===== src/hdl/cfla_pkg.sv =====
// Shared types and constants for the coalescing free-list allocator.
// No dependencies; used by every other file in this folder.
package cfla_pkg;

   localparam int DEFAULT_MAX_ENTRIES = 256;
   localparam int ADDR_W = 32;
   localparam int COUNT_OUT_W = 9;
   localparam int GROUP = 16;
   localparam int GROUP_W = 4;

   localparam logic [ADDR_W-1:0] PAGE_ADD = 32'h0000_0FFF;
   localparam logic [ADDR_W-1:0] PAGE_MASK = 32'hFFFF_F000;

   localparam logic OP_ALLOC = 1'b0;
   localparam logic OP_FREE = 1'b1;

   localparam logic [1:0] STATUS_OK = 2'd0;
   localparam logic [1:0] STATUS_NO_FIT = 2'd1;
   localparam logic [1:0] STATUS_LOST = 2'd2;

   // one free region
   typedef struct packed {
      logic [ADDR_W-1:0] start;
      logic [ADDR_W-1:0] len;
   } entry_type;

   // update command broadcast along the cell row
   typedef struct packed {
      logic go;
      logic wr_en;
      logic shift_up;
      logic shift_dn;
   } cell_ctl_type;

endpackage


===== src/hdl/cfla_find.sv =====
// Two-stage registered first-set search over the cell flags.
// Depends on cfla_pkg for the group size.
module cfla_find #(
   parameter int N = 256,
   parameter int IDX_W = 8
) (
   input  logic             clock,
   input  logic [N-1:0]     flags,
   output logic             found,
   output logic [IDX_W-1:0] idx
);
   import cfla_pkg::*;

   localparam int NG = (N + GROUP - 1) / GROUP;

   logic [NG*GROUP-1:0] flags_pad;
   logic [NG-1:0] grp_any_ff;
   logic [GROUP_W-1:0] grp_loc_ff [NG];
   logic [GROUP_W-1:0] grp_loc_in [NG];
   logic found_ff;
   logic [IDX_W-1:0] idx_ff;
   logic [IDX_W-1:0] idx_in;

   assign flags_pad = (NG*GROUP)'(flags);

   // first flag inside each group, lowest position wins
   always_comb begin
      for (int g = 0; g < NG; g++) begin
         grp_loc_in[g] = '0;
         for (int b = GROUP - 1; b >= 0; b--) begin
            if (flags_pad[g*GROUP + b]) grp_loc_in[g] = GROUP_W'(b);
         end
      end
   end

   // stage one: per group, any flag and first flag
   always_ff @(posedge clock) begin
      for (int g = 0; g < NG; g++) begin
         grp_any_ff[g] <= |flags_pad[g*GROUP +: GROUP];
         grp_loc_ff[g] <= grp_loc_in[g];
      end
   end

   // first group that has a flag, lowest group wins
   always_comb begin
      idx_in = '0;
      for (int g = NG - 1; g >= 0; g--) begin
         if (grp_any_ff[g]) idx_in = IDX_W'(g * GROUP + int'(grp_loc_ff[g]));
      end
   end

   // stage two: register the winner
   always_ff @(posedge clock) begin
      found_ff <= |grp_any_ff;
      idx_ff <= idx_in;
   end

   assign found = found_ff;
   assign idx = idx_ff;

endmodule


===== config.mk =====
export PLATFORM = sky130hd
export DESIGN_NAME = cfla_find
export DESIGN_NICKNAME = d
export VERILOG_FILES = /design/src/hdl/cfla_pkg.sv /design/src/hdl/cfla_find.sv
export SDC_FILE = /design/constraint.sdc
export NUM_CORES = 1
export LEC_CHECK = 0
export BUFFER_PORTS_ARGS = -buffer_cell sky130_fd_sc_hd__buf_2
export CORE_UTILIZATION = 40
export CTS_CLUSTER_SIZE = 30
export DETAILED_ROUTE_END_ITERATION = 12
export MAX_ROUTING_LAYER = met4
export PLACE_DENSITY = 0.78
export SLEW_MARGIN = 25
export SYNTH_ARGS = -nofsm -noshare
export SYNTH_HDL_FRONTEND = slang
export SYNTH_SLANG_ARGS = --single-unit

===== constraint.sdc =====
create_clock -name clock -period 1.6 [get_ports clock]
set_input_delay 0.24 -clock clock [delete_from_list [all_inputs] [get_ports clock]]
set_output_delay 0.24 -clock clock [all_outputs]
set_load 0.02 [all_outputs]

# Word-level counts from Yosys, hierarchy flattened
# Memory sizes are Yosys's and may differ from the RTL's.
# Cells that the tools add are included.
# W data, S select, Z words.
# word_totals
register_bits	25
mem_bits_rw	64
in_bits	257
elab_cells	309
mem_count	1
# mem_list
memory	depth	width	read_ports	rd_clocked_by_memory_dff	write_ports	line_no	text
grp_loc_ff	16	4	16	0	16	cfla_find.sv:18	logic [GROUP_W-1:0] grp_loc_ff [NG];
# op_classes
add_sub_neg	15
muxes	272
reduce_logical	17
# op_table
cell	n
$mux W4	257
$reduce_or A16 Y1	17
$mux W8	15
$add A8 B4 Y8 const A	8
$add A7 B4 Y8 const A	4
$add A6 B4 Y7 const A	2
$add A5 B4 Y6 const A	1

# Depth between registers and ports, before layout
# Gate-level depths: netlist (run 1).
# An unclocked memory read counts as a cell.
# logic_depth
word_depth	18
depth_mapped	5
mapped_depth_nobuf	4

# Worst setup path before layout (run 1)
# No wires, ideal clock.
# synth_path
path_kind	register to register
from	register grp_any_ff[12]
to	register idx_ff[0] (netlist: idx[0])
setup_ps	133
arrival_ps	1066
t_required_ps	1467
slack_ps	401
stages_incl_launch_ff	6
n_path_buf	1
synth_period_minus_slack_ps	1199
path_cell_list	dfxtp_1 > or2_1 > clkbuf_1 > a221oi_1 > o31a_1 > o211ai_1
# synth_via
elab_chain_cells	13
# synth_lines
element	line_no	text
from (decl)	cfla_find.sv:17	logic [NG-1:0] grp_any_ff;
from (signal, indexed assignment)	cfla_find.sv:39	grp_any_ff[g] <= |flags_pad[g*GROUP +: GROUP];
$mux W8 (12 in a row)	cfla_find.sv:48	if (grp_any_ff[g]) idx_in = IDX_W'(g * GROUP + int'(grp_loc_ff[g]));
$mux W4	cfla_find.sv:48	
via idx_in[0]	cfla_find.sv:22	logic [IDX_W-1:0] idx_in;
to (signal assigned)	cfla_find.sv:55	idx_ff <= idx_in;
to (decl)	cfla_find.sv:21	logic [IDX_W-1:0] idx_ff;
# The timed path passes the listed nets, and every way through them passes these cells.
# A chain may end at the register's enable or synchronous reset.

# Worst setup path after layout (run 1)
# layout_path
from	register grp_any_ff[4]
to	register idx_ff[0] (netlist: idx[0])
# layout_via
elab_chain_cells	5
# layout_lines
element	line_no
$mux W8 (4 in a row)	cfla_find.sv:48
$mux W4	cfla_find.sv:48
via idx_in[0]	cfla_find.sv:22
# The timed path passes the listed nets, and every way through them passes these cells.

==> results.json, run 1 <==
{
  "syn_to_final_growth_pct": 34.3,
  "drive_gt1_share_pct": 28.9,
  "grtUsageTotal_pct": 22.1,
  "drc": 0,
  "die_h_um": 118,
  "crit_required_ps": 1790,
  "grt_pass1_wl_um": 25100,
  "initial_core_util_pct": 41.8,
  "finalSetupViolations": 0,
  "p_seq_share_pct": 43.0,
  "p_total_mw": 5.41,
  "worstPathMaxFanout": 11,
  "cts_tree": "built",
  "nNetsFinal": 1279,
  "ys_seq_elements": 89,
  "core-area_um2": 12900,
  "dp_slack_ps": 186,
  "placed_cells_incl_taps": 1183,
  "clk_path_buf_depth": 2,
  "ant_nets": 0,
  "grt_pass1_vias": 5819,
  "crit_path_cell_trace": "nor2_1, o211ai_1, nand3_1, o211ai_1",
  "rsz0062_at_grt": "false",
  "crit_buf_inv": 0,
  "ios": 266,
  "synth_top_family_by_area": "compound AO/OA/AOI/OAI gates",
  "synth.net_count": 1007,
  "place_area_um2": 6910,
  "power_leakage_nw": 3.19,
  "final-hold-violation-count": 0,
  "synth_compound_area_share_pct": 31.6,
  "outcome": "finished clean",
  "syn_area_per_cell_um2": 7.17,
  "first_iter_violations": 217,
  "dr.pass1.iters": 5,
  "yosys.area_share.simple_pct": 29.3,
  "routabilityCongestion": 0.903,
  "switching_share_pct": 23.6,
  "ir_drop_mv": 0.605,
  "finalMaxSlewViolations": 0,
  "crit_type": "flop to flop",
  "cts_max_level": 3,
  "place_hpwl_um": 12800,
  "syn_inst": 750,
  "yosys.area_share.adder_pct": 0,
  "postRouteWirelength_um": 14900,
  "fin_crit_sh_pct": 86.9,
  "cp_slowest_cell": "dfxtp_1",
  "cp-start-kind": "flop",
  "detail_route.wl_per_cell_um": 12.4,
  "cp.arrival_ps": 1580,
  "die_area_um2": 13900,
  "synth-xor-area-share_pct": 0,
  "clk_pin_slew_ps": 60,
  "core.rowCount": 41,
  "ys_types": 42,
  "final_area_um2": 7220,
  "critical-path-max-stage-delay_ps": 440,
  "synth_area_um2": 5380,
  "p_per_area_nw_per_um2": 750,
  "n_antenna_cell": 0,
  "insertion_delay_ps": 320,
  "cp_common_cell": "o211ai_1",
  "internal_power_mw": 4.14,
  "io_buffers": 265,
  "cp_top_family": "simple AND/OR/NAND/NOR gates",
  "power.switching_mw": 1.28,
  "finalSetupTns_ps": 0,
  "pwr-share-comb_pct": 17.2,
  "max_slew.worst_pin.slew_ps": 516,
  "cap_violations": 0,
  "power.share.clock_pct": 39.8,
  "period_needed_ps": 1390,
  "yosys-mux-area-fraction_pct": 0,
  "async_flop_share_pct": 0,
  "synth_ff_type": "dfxtp_1",
  "antenna_found_initial": 0,
  "timing.hold.ws_ps": 157,
  "max_freq_ghz": 0.720,
  "end_kind": "flop",
  "ys_warn_count": 0,
  "synth_edf_count": 0,
  "post_drt_via_cell_ratio": 5.23,
  "clkSinkCount": 89,
  "grt-ovfl-total": 0,
  "hold_class": "input port to flop",
  "vias": 6267,
  "max_slew_margin_pct": 65.3,
  "cts_buffers": 9,
  "die_x_um": 118,
  "root_buffer": "clkbuf_16",
  "finalCoreUtilization_pct": 56.1,
  "grt_max_degree": 14,
  "setup_ws_ps": 210,
  "finClkSkew_ps": 4.16,
  "fin_cells": 1198,
  "ys_seq_area_share_pct": 33.1
}
==> state kept, by name, summed over array words and instances, names as in the netlist <==
register	count
grp_loc_ff	64
grp_any_ff	16
idx	8
found	1
==> cells by family (layout without fill, tap and decap cells) <==
family,after synthesis,after routing
DFF,89,89
AOI/OAI and AO/OA,222,222
buffers and inverters,85,361
and+or+nand+nor,354,354
==> power groups by stage <==
stage | sequential [mW] | combinational, mW | clock (mW)
4_1_cts | 2.33 | 0.933 | 2.20
3_3_place_gp | 2.38 | 0.917 | 0
5_1_grt | 2.34 | 1.05 | 2.31
3_5_place_dp | 2.38 | 0.929 | 0
2_1_floorplan | 2.37 | 0.375 | 0
6_report | 2.33 | 0.931 | 2.15
==> repair_timing <==
action / 4_1_cts / 5_1_grt
buffers inserted: 0 / 0
resized for setup: 0 / 1
hold buffers: 0 / 0
endpoints found under the setup margin: 0 / 1
==> path summary, 6_finish.rpt <==
kind | start | end | slack, ps | cells after the start
worst max-delay path | grp_any_ff[4] | idx[0] | 210 | 4
worst min-delay path | flags[1] | grp_loc_ff[0][1] | 160 | 2
worst max register to register | grp_any_ff[4] | idx[0] | 210 | 4
worst min register to register | grp_any_ff[5] | found | 600 | 2
==> area by class of cell <==
| cell class | count | area, µm² |
|---|---|---|
| clock inverter | 3 | 65.1 |
| multi-input combinational | 576 | 3270 |
| timing repair buffer | 267 | 1340 |
| tap | 172 | 215 |
| fill | 1262 | 5650 |
| inverter | 79 | 297 |
| clock buffer | 12 | 246 |
| sequential | 89 | 1780 |
==> placed cells by master, fill, tap and decap left out, types with 12 or more instances in the layout <==
| cell | count |
|---|---|
| a211oi_1 | 18 |
| nor2b_1 | 14 |
| nor2_1 | 164 |
| inv_1 | 69 |
| a21oi_1 | 51 |
| a21boi_1 | 16 |
| dfxtp_1 | 88 |
| o31ai_1 | 35 |
| buf_2 | 265 |
| or2_1 | 12 |
| nand2_1 | 75 |
| o32ai_1 | 17 |
| nor4_1 | 25 |
| nand3_1 | 36 |
==> per-layer routing <==
metal,vias up,share of wire [%],GRT usage [%]
li1,3275,-,-
met1,2771,46,26.5
met2,202,48,38.2
met3,19,5.1,3.34
met4,0,1.5,6.49
met5,-,0,-
==> cells in the mapped netlist, drive strengths merged, types with 12 or more instances <==
master	number	area share, %
a2111oi	16	3.7
a211oi	18	2.5
a21boi	16	2.2
a21oi	51	4.7
dfxtp	89	33
inv	71	5.0
nand2	75	5.2
nand3	36	3.4
nor2	165	12
nor2b	14	1.6
nor4	25	2.9
o31ai	35	4.9
o32ai	17	2.8
or2	12	1.4
No activity file was read; power rests on OpenSTA's default activity.
==> inputs of run 2 (changes only) <==
--- a/config.mk
+++ b/config.mk
@@ -10,7 +10,7 @@
 export CTS_CLUSTER_SIZE = 30
 export DETAILED_ROUTE_END_ITERATION = 12
 export MAX_ROUTING_LAYER = met4
-export PLACE_DENSITY = 0.78
+export PLACE_DENSITY = 0.71
 export SLEW_MARGIN = 25
 export SYNTH_ARGS = -nofsm -noshare
 export SYNTH_HDL_FRONTEND = slang
==> results.json, run 2 (synthesis results as in run 1) <==
{
  "vias": 6204,
  "cp_slowest_cell": "dfxtp_1",
  "place_hpwl_um": 12800,
  "max_freq_ghz": 0.741,
  "ios": 266,
  "detail_route.wl_per_cell_um": 12.6,
  "largest_reg_flops": 64,
  "die_x_um": 118,
  "rsz0062_at_grt": "false",
  "grtUsageTotal_pct": 22.0,
  "root_buffer": "clkbuf_16",
  "grt_pass1_wl_um": 24900,
  "core-area_um2": 12900,
  "cts_max_level": 3,
  "ctsResizeCount": 0,
  "critPathLaunch": "grp_any_ff[0]",
  "placed_cells_incl_taps": 1183,
  "crit_buf_inv": 0,
  "finalCoreUtilization_pct": 56.3,
  "regMostFlops": "grp_loc_ff",
  "layout_common_cells": "buf_2 (265), nor2_1 (164), dfxtp_1 (89), nand2_1 (75), inv_1 (69)",
  "crit_cells": 4,
  "finalSetupTns_ps": 0,
  "clkSinkCount": 89,
  "antenna_found_initial": 0,
  "cp_top_family": "compound AO/OA/AOI/OAI gates",
  "setup_ws_ps": 251,
  "worstPathMaxFanout": 8,
  "finalMaxSlewViolations": 0,
  "grt_pass1_vias": 5708,
  "cts_buffers": 9,
  "ant_nets": 0,
  "hold_class": "input port to flop",
  "io_buffers": 265,
  "core.rowCount": 41,
  "crit_path_cell_trace": "nand2b_1, a2bb2oi_1, nand4_1, o211ai_1",
  "cp.arrival_ps": 1600,
  "die_h_um": 118,
  "max_slew_margin_pct": 65.5,
  "p_per_area_nw_per_um2": 772,
  "cap_violations": 0,
  "postRouteWirelength_um": 15100,
  "initial_core_util_pct": 41.8,
  "cts_setup_buffers": 0,
  "reg2reg_depth": 4,
  "clk_pin_slew_ps": 60,
  "critical-path-max-stage-delay_ps": 460,
  "crit_path_end": "idx[0]",
  "max_slew.worst_pin.slew_ps": 513,
  "routabilityCongestion": 0.851,
  "reg2reg_slack_ps": 250,
  "insertion_delay_ps": 330,
  "post_drt_via_cell_ratio": 5.18,
  "r2r_start": "grp_any_ff[0]",
  "dp_slack_ps": 262,
  "end_kind": "flop",
  "holdBufCountCts": 0,
  "nNetsFinal": 1279,
  "syn_to_final_growth_pct": 34.7,
  "power_leakage_nw": 3.19,
  "grt_max_degree": 15,
  "outcome": "finished clean",
  "drc": 0,
  "cts_tree": "built",
  "final-hold-violation-count": 0,
  "fin_crit_sh_pct": 84.3,
  "final_common_cell": "buf_2",
  "dr.pass1.iters": 5,
  "n_antenna_cell": 0,
  "die_area_um2": 13900,
  "crit_required_ps": 1850,
  "grt-ovfl-total": 0,
  "fin_cells": 1198,
  "r2r_end": "idx[0]",
  "cp-start-kind": "flop",
  "finalSetupViolations": 0,
  "drive_gt1_share_pct": 28.9,
  "ir_drop_mv": 0.629,
  "crit_type": "flop to flop",
  "first_iter_violations": 239,
  "finClkSkew_ps": 5.93,
  "clk_path_buf_depth": 2,
  "period_needed_ps": 1350
}
[run 2: cell count changes in the layout (fill, tap and decap cells not counted)]
cell        before  now
clkinvlp_4       0    2
clkbuf_1         2    1
dfxtp_2          1    0
clkinv_2         1    0
dfxtp_1         88   89
clkbuf_8         1    0
bufinv_16        2    3
[run 2: power by group]
part           switching [mW]  internal [mW]  total (mW)
logic                   0.491          0.440       0.931
registers              0.0310           2.30        2.33
clock network           0.813           1.52        2.33
total                    1.33           4.26        5.59
[run 2: layout make-up]
cell class | count | area (µm²)
Clock buffer | 10 | 229
Timing Repair Buffer | 267 | 1340
Clock inverter | 5 | 105
Fill cell | 1266 | 5630
Tap cell | 172 | 215
Inverter | 79 | 297
Sequential cell | 89 | 1780
Multi-Input combinational cell | 576 | 3270
[run 2: metrics by stage]
stage	instance area (µm²)	total power [mW]	hold WS, ps
after floorplan	5380	2.75	355
after global placement	6910	3.30	495
after detailed placement	6910	3.30	500
after CTS	7240	5.62	146
after global routing	7240	5.87	157
final	7240	5.59	151
[run 2: how the worst min path moves through the flow]
| stage | startpoint | end | cells past startpoint |
|---|---|---|---|
| global placement | flags[177] | grp_loc_ff[1][13] | 2 |
| floorplan | flags[48] | grp_loc_ff[0][13] | 1 |
| CTS | flags[177] | grp_loc_ff[1][13] | 2 |
| detailed placement | flags[1] | grp_loc_ff[0][1] | 2 |
| finish | flags[177] | grp_loc_ff[1][13] | 2 |
| global route | flags[209] | grp_loc_ff[1][21] | 2 |
[run 2: layer usage]
metal	routed length (µm)	track usage (%)	up-vias
li1	-	-	3284
met1	6980	27.1	2712
met2	7170	37.8	197
met3	792	3.25	11
met4	133	4.49	0
met5	0	-	-
