==> src/hdl/cfla_pkg.sv <==
// Shared types and constants for the coalescing free-list allocator.
// No dependencies; used by every other file in this folder.
package cfla_pkg;

   localparam int DEFAULT_MAX_ENTRIES = 256;
   localparam int ADDR_W = 32;
   localparam int COUNT_OUT_W = 9;
   localparam int GROUP = 16;
   localparam int GROUP_W = 4;

   localparam logic [ADDR_W-1:0] PAGE_ADD = 32'h0000_0FFF;
   localparam logic [ADDR_W-1:0] PAGE_MASK = 32'hFFFF_F000;

   localparam logic OP_ALLOC = 1'b0;
   localparam logic OP_FREE = 1'b1;

   localparam logic [1:0] STATUS_OK = 2'd0;
   localparam logic [1:0] STATUS_NO_FIT = 2'd1;
   localparam logic [1:0] STATUS_LOST = 2'd2;

   // one free region
   typedef struct packed {
      logic [ADDR_W-1:0] start;
      logic [ADDR_W-1:0] len;
   } entry_type;

   // update command broadcast along the cell row
   typedef struct packed {
      logic go;
      logic wr_en;
      logic shift_up;
      logic shift_dn;
   } cell_ctl_type;

endpackage

==> src/hdl/cfla_cell.sv <==
// One table slot: holds a region, tests it against the search key and
// shifts to or from its neighbours. Depends on cfla_pkg.
module cfla_cell #(
   parameter int CNT_W = 9,
   parameter int ID = 0
) (
   input  logic                       clock,
   input  logic                       valid,
   input  logic                       op,
   input  logic [cfla_pkg::ADDR_W-1:0] key_addr,
   input  logic [cfla_pkg::ADDR_W-1:0] key_size,
   output logic                       flag,
   input  cfla_pkg::entry_type        prev_entry,
   input  cfla_pkg::entry_type        next_entry,
   output cfla_pkg::entry_type        entry,
   input  cfla_pkg::cell_ctl_type     ctl,
   input  logic [CNT_W-1:0]           wr_pos,
   input  logic [CNT_W-1:0]           shift_pos,
   input  cfla_pkg::entry_type        wr_entry,
   input  logic [CNT_W-1:0]           rd_pos,
   output cfla_pkg::entry_type        rd_cur,
   output cfla_pkg::entry_type        rd_prev
);
   import cfla_pkg::*;

   localparam logic [CNT_W-1:0] MY_POS = CNT_W'(ID);
   localparam logic [CNT_W-1:0] NEXT_POS = CNT_W'(ID + 1);

   entry_type entry_ff;
   logic flag_ff;

   // key test: free looks for the first start above the address,
   // allocate for the first region long enough
   always_ff @(posedge clock) begin
      flag_ff <= valid & ((op == OP_FREE) ? (entry_ff.start > key_addr)
                                          : (entry_ff.len >= key_size));
   end

   // write wins, else shift one place up (insert) or down (remove)
   always_ff @(posedge clock) begin
      if (ctl.go) begin
         if (ctl.wr_en && wr_pos == MY_POS) begin
            entry_ff <= wr_entry;
         end else if (ctl.shift_up && MY_POS > shift_pos) begin
            entry_ff <= prev_entry;
         end else if (ctl.shift_dn && MY_POS >= shift_pos) begin
            entry_ff <= next_entry;
         end
      end
   end

   assign flag = flag_ff;
   assign entry = entry_ff;
   assign rd_cur = (rd_pos == MY_POS) ? entry_ff : '0;
   assign rd_prev = (rd_pos == NEXT_POS) ? entry_ff : '0;

endmodule

==> config.mk <==
export PLATFORM = sky130hd
export DESIGN_NAME = cfla_cell
export DESIGN_NICKNAME = d
export VERILOG_FILES = /design/src/hdl/cfla_pkg.sv /design/src/hdl/cfla_cell.sv
export SDC_FILE = /design/constraint.sdc
export NUM_CORES = 1
export LEC_CHECK = 0
export BUFFER_PORTS_ARGS = -buffer_cell sky130_fd_sc_hd__buf_2
export CAP_MARGIN = 20
export CORE_AREA = 2 2 187 189
export CTS_BUF_LIST = sky130_fd_sc_hd__clkbuf_8
export DETAILED_ROUTE_END_ITERATION = 6
export DIE_AREA = 0 0 189 191
export PLACE_DENSITY_LB_ADDON = 0.2
export SKIP_CTS_REPAIR_TIMING = 1
export SLEW_MARGIN = 30
export SYNTH_ARGS = -nofsm -noshare
export SYNTH_HDL_FRONTEND = slang
export SYNTH_SLANG_ARGS = --single-unit
==> constraint.sdc <==
create_clock -name clock -period 12.98 [get_ports clock]
set_input_delay 2.596 -clock clock [delete_from_list [all_inputs] [get_ports clock]]
set_output_delay 2.596 -clock clock [all_outputs]
set_load 0.1 [all_outputs]
# Word-level counts from Yosys, hierarchy flattened
# Cells that the tools add are included.
[word_totals]
input_bits = 290
wordCells = 22
output_inout_bits = 193
ff_bits = 65
[op_classes]
n_reduce_logical = 7
n_eq_ne = 1
magnitude_cmp = 4
bitwise = 1
muxes = 6
[ops]
columns = ["op", "count"]
rows = [
  ["$mux 64", 5],
  ["$ge 32x32->1", 1],
  ["$gt 32x32->1", 1],
  ["$logic_not 9->1", 2],
  ["$eq 9x1->1 const B", 1],
  ["$ge 1x9->1 const A", 1],
  ["$gt 1x9->1 const A", 1],
  ["$logic_and 1x1->1", 3],
  ["$reduce_bool 3->1", 1],
  ["$reduce_and 2->1", 1],
  ["$and 1x1->1", 1],
  ["$mux 1", 1],
]

# Depth between registers and ports, before layout
# Gate-level depths: netlist (run 1).
[logic_depth]
word_depth = 5
depth_mapped = 7
mapped_depth_nobuf = 7

# Least setup slack after synthesis (run 1)
# OpenSTA, ideal clock, no wires.
[synth_timing]
path_kind = "input -> register"
start = "input port wr_pos[1]"
end = "register entry_ff, in the netlist entry[0] (enable)"
arrival_ps = 8101
n_path_buf = 2
setup_ps = 585
cell_stages = 5
path_slack_ps = 4294
cell_sequence = "nor4_1 > nand4b_1 > clkbuf_1 > clkbuf_1 > a21boi_0"
[synth_via]
elab_chain_cells = 4
[synth_lines]
columns = ["element", "line_no", "text"]
rows = [
  ["start: declaration", "cfla_cell.sv:17", "input logic [CNT_W-1:0] wr_pos,"],
  ["$logic_not 9->1", "cfla_cell.sv:42", "if (ctl.wr_en && wr_pos == MY_POS) begin"],
  ["$logic_and 1x1->1", "cfla_cell.sv:42", ""],
  ["$reduce_bool 3->1 (no line)", "n/a", ""],
  ["$reduce_and 2->1 (no line)", "n/a", ""],
  ["end signal: assignment", "cfla_cell.sv:43", "entry_ff <= wr_entry;"],
  ["end signal: assignment", "cfla_cell.sv:45", "entry_ff <= prev_entry;"],
  ["end signal: assignment", "cfla_cell.sv:47", "entry_ff <= next_entry;"],
  ["end: declaration", "cfla_cell.sv:29", "entry_type entry_ff;"],
]
# Every way passes these cells.
# A chain may end at the register's enable or synchronous reset.

==> impl_metrics.csv, run 1 <==
group,metric,value,unit
yosys,synth.avg_cell_area,10.08,µm²
floorplanning,pin_count,483,
run_status,outcome,"finished clean",
route,routedWlPerCell,15.53,µm
setup_path,worst_setup_path_end_kind,"output port",
floorplanning,fp.dieH,191,µm
floorplanning,core-area,34120,µm²
yosys,synth_xor_area_share,0,%
finish,drive_gt1_share,54.41,%
yosys,synth_mux_area_share,13.75,%
placed_design,pre_cts_ws,5.416,ns
route,antenna_left,0,
placed_design,gp_congestion,0.7442,
yosys,ys_types,40,
pwr,p_leak,0.004255,µW
route,num_vias,5266,
finish,fin_nets,1290,
yosys,synth-seq-cells,65,
clock_network,tritoncts,"built",
route,drtIter0Drc,122,
pwr,p_per_area,62.91,nW/µm²
placed_design,io_buffers,417,
pwr,vdd_drop_max,43.15,µV
sta,skew,0.005664,ns
setup_path,critPathKind,"in -> out",
sta,final_hold_viol_count,0,
grt,grtUsageTotal,11.53,%
grt,grt_pass1_vias,5055,
sta,finalSetupTns,0,ns
sta,maxSlewHeadroom,55.28,%
finish,fill_cells,3776,
yosys,synthTopCellsByArea,"edfxtp_1, ha_1, and2_1",
sta,setup_ws,5.508,ns
grt,grt_pass1_wl,30.51,mm
route,finalWirelength,21.70,mm
finish,layout_common_cells,"buf_2, and2_1, inv_1",
clock_network,htreeDepth,3,
clock_network,clkLatencyLatePin,0.37,ns
sta,rsz0062_at_grt,"false",
floorplanning,num_rows,68,
job,max-cap-violations,0,
yosys,yosys.area.top_type,"edfxtp_1",
floorplanning,die-area,36100,µm²
yosys,synth_top_family_by_area,"simple AND/OR/NAND/NOR gates",
route,drt_pass1_iterations,4,
yosys,yosys.area_share.simple,21.58,%
yosys,synth_adder_area_share,15.27,%
yosys,seq_area_frac_synth,37.04,%
grt,grt.overflow.total,0,
clock_network,cts_max_path_buffers,2,
worst_hold_path,hp-class,"reg -> reg",
finish,syn_to_final_growth,55.11,%
sta,fmax,133.8,MHz
clock_network,cts_sinks,65,
sta,tightest_slew,0.6708,ns
floorplanning,dieWidth,189,µm
yosys,netlist_area,5243,µm²
sta,min_period,7.472,ns
yosys,synth_top_area_share,36.66,%
route,drc,0,
clock_network,cts_buffers,9,
sta,finalMaxSlewViolations,0,
route,drt-vias-per-instance,3.770,
setup_path,critPathArrivalTime,4.88,ns
yosys,syn_nets,874,
yosys,syn_inst,520,
setup_path,critPathLaunchType,"input port",
placed_design,dp_hpwl,17.58,mm
grt,antenna_found_initial,2,
sta,fin_crit_sh,57.57,%
yosys,synth_compound_area_share,6.277,%
grt,grt_max_degree,65,
floorplanning,start_util,15.37,%
clock_network,cts.clk_slew.worst_paths,0.08,ns
yosys,ys_warn_count,0,
setup_path,critPathMaxFanout,48,
clock_network,root_buffer,"clkbuf_8",
sta,setup_viol,0,
setup_path,required,10.38,ns
finish,final_common_cell,"buf_2",
[synthesized netlist by cell type (all sizes together)]
library cell,n
nand4b,1
inv,66
nand3,6
ha,64
a221oi,1
o211ai,2
a211o,1
o21a,1
nor3b,2
nor3,4
a2111oi,1
nor4,6
o31ai,1
a21boi,2
o32a,1
a21oi,25
nor2,6
a31oi,2
or4,3
clkbuf,19
nor2b,1
nand2b,2
and2,124
and4,1
dfxtp,1
nand2,16
edfxtp,64
a21o,3
or2b,2
a211oi,3
and3,1
or4b,1
a22oi,1
o21ai,11
nand4,10
mux2,64
nor4b,1
[metrics by stage]
step	util, %	hold WS, ns	cells	area [µm²]	power (µW)
floorplan	-	1.485	520	5243	271.0
global placement	23.17	0.9044	1380	7906	311.8
detailed placement	23.17	0.9214	1380	7906	312.5
CTS	23.82	0.9436	1396	8125	527.6
global route	23.83	1.022	1397	8132	543.2
finish	23.83	0.9252	1397	8132	511.6
[per-layer routing]
metal  routed length [µm]  GRT usage (%)  share of wire [%]
met5                   13              0              0.060
met4                  465          3.996                2.1
met3                 1228          2.607                5.7
met1                 9285          13.73                 43
met2                10710          20.32                 49
[final timing paths]
path / startpoint / to / slack (ns) / cells past startpoint
worst max-delay path: rd_pos[1] / rd_prev[36] / 5.51 / 7
worst max register to register: entry[29] / flag / 10.32 / 6
worst min-delay path: entry[15] / flag / 0.93 / 4
worst min register to register: entry[15] / flag / 0.93 / 4
[final cells by class]
type | count | area (µm²) | share of cell area, %
Multi-Input combinational cell | 370 | 3008 | 36.99
Timing Repair Buffer | 424 | 2143 | 26.36
Sequential cell | 65 | 1942 | 23.88
Tap cell | 455 | 569.3 | 7.001
Inverter | 66 | 247.7 | 3.047
Clock buffer | 9 | 123.9 | 1.523
Clock inverter | 7 | 95.09 | 1.169
Antenna cell | 1 | 2.502 | 0.03077
[cell families after synthesis]
kind of cell / after synthesis
AOI/OAI and AO/OA: 55
adders and majority gates: 64
buffers and inverters: 85
DFF: 65
muxes: 64
and+or+nand+nor: 187
[critical path, stage by stage]
cell     delay (ns)
buf_2          0.11
nor4_1         0.27
nand2_1        0.30
nor2_4         0.42
buf_4          0.49
and2_1         0.22
buf_2          0.43
[power by group]
group	internal (µW)	switching (µW)	total [µW]
clock	108	97.0	205
combinational	42.7	33.3	76.0
sequential	230	0.342	231
total	381	131	512
[registers in the layout (all words and copies together), names as in the netlist]
name,count
flag,1
entry,64
Note: power is estimated with default switching activity, not from simulation.
==> run 2: changes to the inputs <==
==> constraint.sdc (replaced) <==
create_clock -name clock -period 6.5 [get_ports clock]
set_input_delay 1.3 -clock clock [delete_from_list [all_inputs] [get_ports clock]]
set_output_delay 1.3 -clock clock [all_outputs]
set_load 0.1 [all_outputs]
==> run 2 against run 1 <==
Net effect:
- register-to-register slack worse by 6.4 ns
- final area down 0.25%
- clock skew up 0.011 ns
- highest routed layer unchanged
==> impl_metrics.csv, run 2 (synthesis results as in run 1) <==
group,metric,value,unit
placed_design,dpl_cell_area,7898,µm²
clock_network,root_buffer,"clkbuf_8",
sta,setup_viol,0,
route,drt_pass1_iterations,4,
sta,finalMaxSlewViolations,0,
sta,fin_crit_sh,76.27,%
floorplanning,die-area,36100,µm²
placed_design,io_buffers,417,
route,drtIter0Drc,136,
grt,gr-max-usage-layer,"met2",
grt,grt_pass1_vias,5097,
route,antenna_left,0,
grt,met3_usage,2.313,%
floorplanning,pin_count,483,
route,routedWlPerCell,15.81,µm
finish,drive_gt1_share,54.16,%
route,drt-vias-per-instance,3.756,
pwr,p_leak,0.004250,µW
finish,final_common_cell,"buf_2",
clock_network,cts.clk_slew.worst_paths,0.09,ns
grt,grt_max_degree,65,
placed_design,dp_hpwl,17.99,mm
route,finalWirelength,22.04,mm
pwr,vdd_drop_max,62.48,µV
finish,regArea,1942,µm²
floorplanning,start_util,15.37,%
clock_network,cts_buffers,9,
floorplanning,core-area,34120,µm²
setup_path,critPathLaunchType,"input port",
finish,layout_common_cells,"buf_2, and2_1, inv_1",
setup_path,critPathArrivalTime,3.66,ns
run_status,outcome,"finished clean",
placed_design,gp_congestion,0.7168,
setup_path,critPathKind,"in -> out",
setup_path,worst_setup_path_end_kind,"output port",
route,num_vias,5236,
clock_network,cts_sinks,65,
sta,finalSetupTns,0,ns
grt,grt.overflow.total,0,
clock_network,cts_max_path_buffers,2,
placed_design,dp_cells,1377,
setup_path,reg2reg_slack,3.90,ns
finish,final_util,23.78,%
sta,rsz0062_at_grt,"false",
setup_path,critPathMaxFanout,33,
grt,antenna_found_initial,2,
grt,use_met1,13.84,%
worst_hold_path,hp-class,"reg -> reg",
finish,largest_reg_flops,64,
pwr,p_per_area,123.6,nW/µm²
floorplanning,fp.dieH,191,µm
floorplanning,num_rows,68,
clock_network,clkLatencyLatePin,0.37,ns
sta,tightest_slew,0.8712,ns
grt,grtUsageMet2,21.46,%
sta,min_period,4.957,ns
finish,fin_nets,1287,
finish,multi_input_area,3009,µm²
job,max-cap-violations,0,
sta,skew,0.01713,ns
finish,final_area,8112,µm²
clock_network,htreeDepth,3,
sta,final_hold_viol_count,0,
setup_path,required,5.20,ns
floorplanning,dieWidth,189,µm
grt,grt_pass1_wl,31.26,mm
sta,fmax,201.7,MHz
finish,fin_cells,1394,
finish,syn_to_final_growth,54.73,%
grt,grtUsageTotal,11.67,%
clock_network,tritoncts,"built",
finish,fill_cells,3781,
route,drc,0,
sta,maxSlewHeadroom,41.77,%
==> run 2: final timing paths <==
kind,from,to,cells after the start
worst max-delay path,rd_pos[1],rd_prev[37],7
worst min-delay path,entry[15],flag,4
worst max register to register,entry[30],flag,6
worst min register to register,entry[15],flag,4
==> run 2: final cells by class <==
cell class                      count  area share (%)
Clock inverter                      5          0.6941
Sequential cell                    65           23.94
Inverter                           66           3.054
Clock buffer                       11           1.866
Antenna cell                        1         0.03085
Multi-Input combinational cell    370           37.10
Timing Repair Buffer              421           26.30
Tap cell                          455           7.018
==> run 2: per-layer routing <==
metal | wire length [µm] | vias to the layer above
li1 | - | 2642
met1 | 9218 | 2372
met2 | 11400 | 205
met3 | 1185 | 13
met4 | 218 | 4
met5 | 21 | -
==> run 2: per-stage QoR <==
| step | setup WS [ns] | total power (µW) | hold WS (ns) |
|---|---|---|---|
| after global routing | 1.313 | 1065 | 1.005 |
| final | 1.543 | 1003 | 0.9330 |
| after floorplan | 0.8517 | 541.1 | 1.485 |
| after detailed placement | 1.462 | 625.3 | 0.9146 |
| after global placement | 1.470 | 623.3 | 0.9108 |
| after CTS | 1.462 | 1034 | 0.9509 |
==> run 2: worst max-delay path, cell delays in order <==
cell     delay (ns)
buf_2          0.10
nor4_1         0.27
nand2_1        0.25
nor2_4         0.66
buf_4          0.41
and2_1         0.21
buf_2          0.43
==> run 2: report_power, final <==
part / switching [µW] / internal (µW) / leakage [µW]
combinational: 67.4 / 85.0 / 0.00357
sequential: 0.681 / 460 / 0.000583
clock: 192 / 197 / 0.0000990
total: 260 / 742 / 0.00425
==> run 3: changes to the inputs <==
==> constraint.sdc (replaced) <==
create_clock -name clock -period 4.2 [get_ports clock]
set_input_delay 0.84 -clock clock [delete_from_list [all_inputs] [get_ports clock]]
set_output_delay 0.84 -clock clock [all_outputs]
set_load 0.1 [all_outputs]
==> run 3 against run 2 <==
Net effect:
- final cell count rose by 0.43%
- routed wire length is 4.2% higher
- worst hold slack got worse by 0.16 ns
- via count up 1.0%
- sequential share of layout area down 3.0 points
- final area grew 15%
- setup slack got worse by 0.83 ns
- sequential power increased by 55%
- clock skew down 0.0086 ns
- sequential cell count is the same
- critical path type unchanged
- largest cell class is now buffers
==> impl_metrics.csv, run 3 (synthesis results as in run 1) <==
group,metric,value,unit
route,drt_pass1_iterations,4,
sta,setup_ws,0.7088,ns
setup_path,crit_start,"rd_pos[3]",
sta,rsz0062_at_grt,"false",
sta,min_period,3.491,ns
grt,grt_max_degree,65,
setup_path,critPathMaxFanout,32,
worst_hold_path,hp-class,"in -> reg",
placed_design,gp_congestion,0.7512,
route,routedWlPerCell,16.40,µm
job,max-cap-violations,0,
setup_path,required,3.36,ns
sta,skew,0.008549,ns
finish,fin_nets,1292,
finish,syn_to_final_growth,77.21,%
finish,layout_common_cells,"buf_2, and2_1, buf_12",
clock_network,htreeDepth,3,
grt,grt_pass1_vias,5310,
placed_design,dp_cells,1382,
sta,finalMaxSlewViolations,0,
placed_design,pre_cts_ws,0.6988,ns
sta,hold_ws,0.7758,ns
sta,finalSetupTns,0,ns
clock_network,clkLatencyLatePin,0.36,ns
grt,grt_pass1_wl,32.75,mm
pwr,total_power,1518,µW
sta,fmax,286.4,MHz
route,antenna_left,0,
finish,final_common_cell,"buf_2",
floorplanning,fp.dieH,191,µm
finish,fin_cells,1400,
sta,tightest_slew,0.9513,ns
finish,fill_cells,3639,
sta,fin_crit_sh,83.12,%
clock_network,cts_sinks,65,
pwr,p_leak,0.004460,µW
route,finalWirelength,22.97,mm
setup_path,worst_setup_path_end_kind,"output port",
pwr,vdd_drop_max,112.7,µV
floorplanning,pin_count,483,
route,drtIter0Drc,150,
sta,setup_viol,0,
setup_path,critPathLaunchType,"input port",
sta,maxSlewHeadroom,36.24,%
grt,antenna_found_initial,2,
clock_network,root_buffer,"clkbuf_8",
floorplanning,num_rows,68,
grt,grt.overflow.total,0,
clock_network,cts_buffers,9,
floorplanning,dieWidth,189,µm
finish,largest_reg_flops,64,
run_status,outcome,"finished clean",
worst_hold_path,hp-start,"wr_entry[23]",
clock_network,cts.clk_slew.worst_paths,0.09,ns
finish,drive_gt1_share,54.19,%
route,drc,0,
setup_path,critPathArrivalTime,2.65,ns
route,num_vias,5290,
clock_network,tritoncts,"built",
grt,grtUsageTotal,12.27,%
placed_design,dp_hpwl,18.97,mm
sta,final_hold_viol_count,0,
pwr,p_per_area,163.4,nW/µm²
floorplanning,core-area,34120,µm²
floorplanning,start_util,15.37,%
clock_network,cts_max_path_buffers,2,
setup_path,worstReg2RegStart,"entry[31]",
setup_path,critPathKind,"in -> out",
floorplanning,die-area,36100,µm²
placed_design,io_buffers,417,
route,drt-vias-per-instance,3.779,
[run 3: changes by cell type in the layout (fill, tap and decap cells not counted), sizes merged]
| cell | before | now |
|---|---|---|
| clkinv | 0 | 4 |
| diode | 1 | 2 |
| clkbuf | 11 | 9 |
| clkinvlp | 3 | 2 |
| inv | 67 | 66 |
| buf | 421 | 426 |
[run 3: layout make-up]
| type | count | area (µm²) | area share (%) |
|---|---|---|---|
| Timing Repair Buffer | 426 | 3333 | 35.88 |
| Inverter | 66 | 247.7 | 2.667 |
| Sequential cell | 65 | 1942 | 20.90 |
| Antenna cell | 2 | 5.005 | 0.05387 |
| Clock buffer | 9 | 123.9 | 1.333 |
| Multi-Input combinational cell | 370 | 3008 | 32.38 |
| Tap cell | 455 | 569.3 | 6.128 |
| Clock inverter | 7 | 61.31 | 0.6599 |
[run 3: final timing paths]
check | endpoint | cells after the start | slack, ns
worst min-delay path | entry[23] | 2 | 0.78
worst min register to register | flag | 4 | 0.92
worst max register to register | flag | 6 | 1.57
worst max-delay path | rd_prev[62] | 7 | 0.71
[run 3: through the flow]
stage | util [%] | instance area [µm²]
after global placement | 26.67 | 9100
after global routing | 27.23 | 9290
after CTS | 27.22 | 9285
after detailed placement | 26.67 | 9100
after floorplan | - | 5246
final | 27.23 | 9290
[run 3: metal layers]
| layer | track usage [%] | wire length [µm] | share of wire [%] | vias up |
|---|---|---|---|---|
| met5 | 0 | 0 | 0 | - |
| met4 | 3.275 | 339 | 1.5 | 0 |
| met3 | 2.644 | 1357 | 5.9 | 20 |
| met2 | 22.46 | 11870 | 52 | 220 |
| met1 | 14.40 | 9400 | 41 | 2405 |
| li1 | - | - | - | 2645 |
[run 3: where the power goes]
| group | total (µW) | switching, µW | internal (µW) |
|---|---|---|---|
| Clock | 562 | 294 | 268 |
| Sequential | 713 | 1.04 | 712 |
| Combinational | 242 | 108 | 135 |
| Total | 1520 | 403 | 1110 |
[run 3: worst max-delay path: stages]
cell,delay (ns)
buf_2,0.12
nor4_1,0.25
nand2_1,0.31
nor2_4,0.18
buf_4,0.32
and2_1,0.18
buf_2,0.42
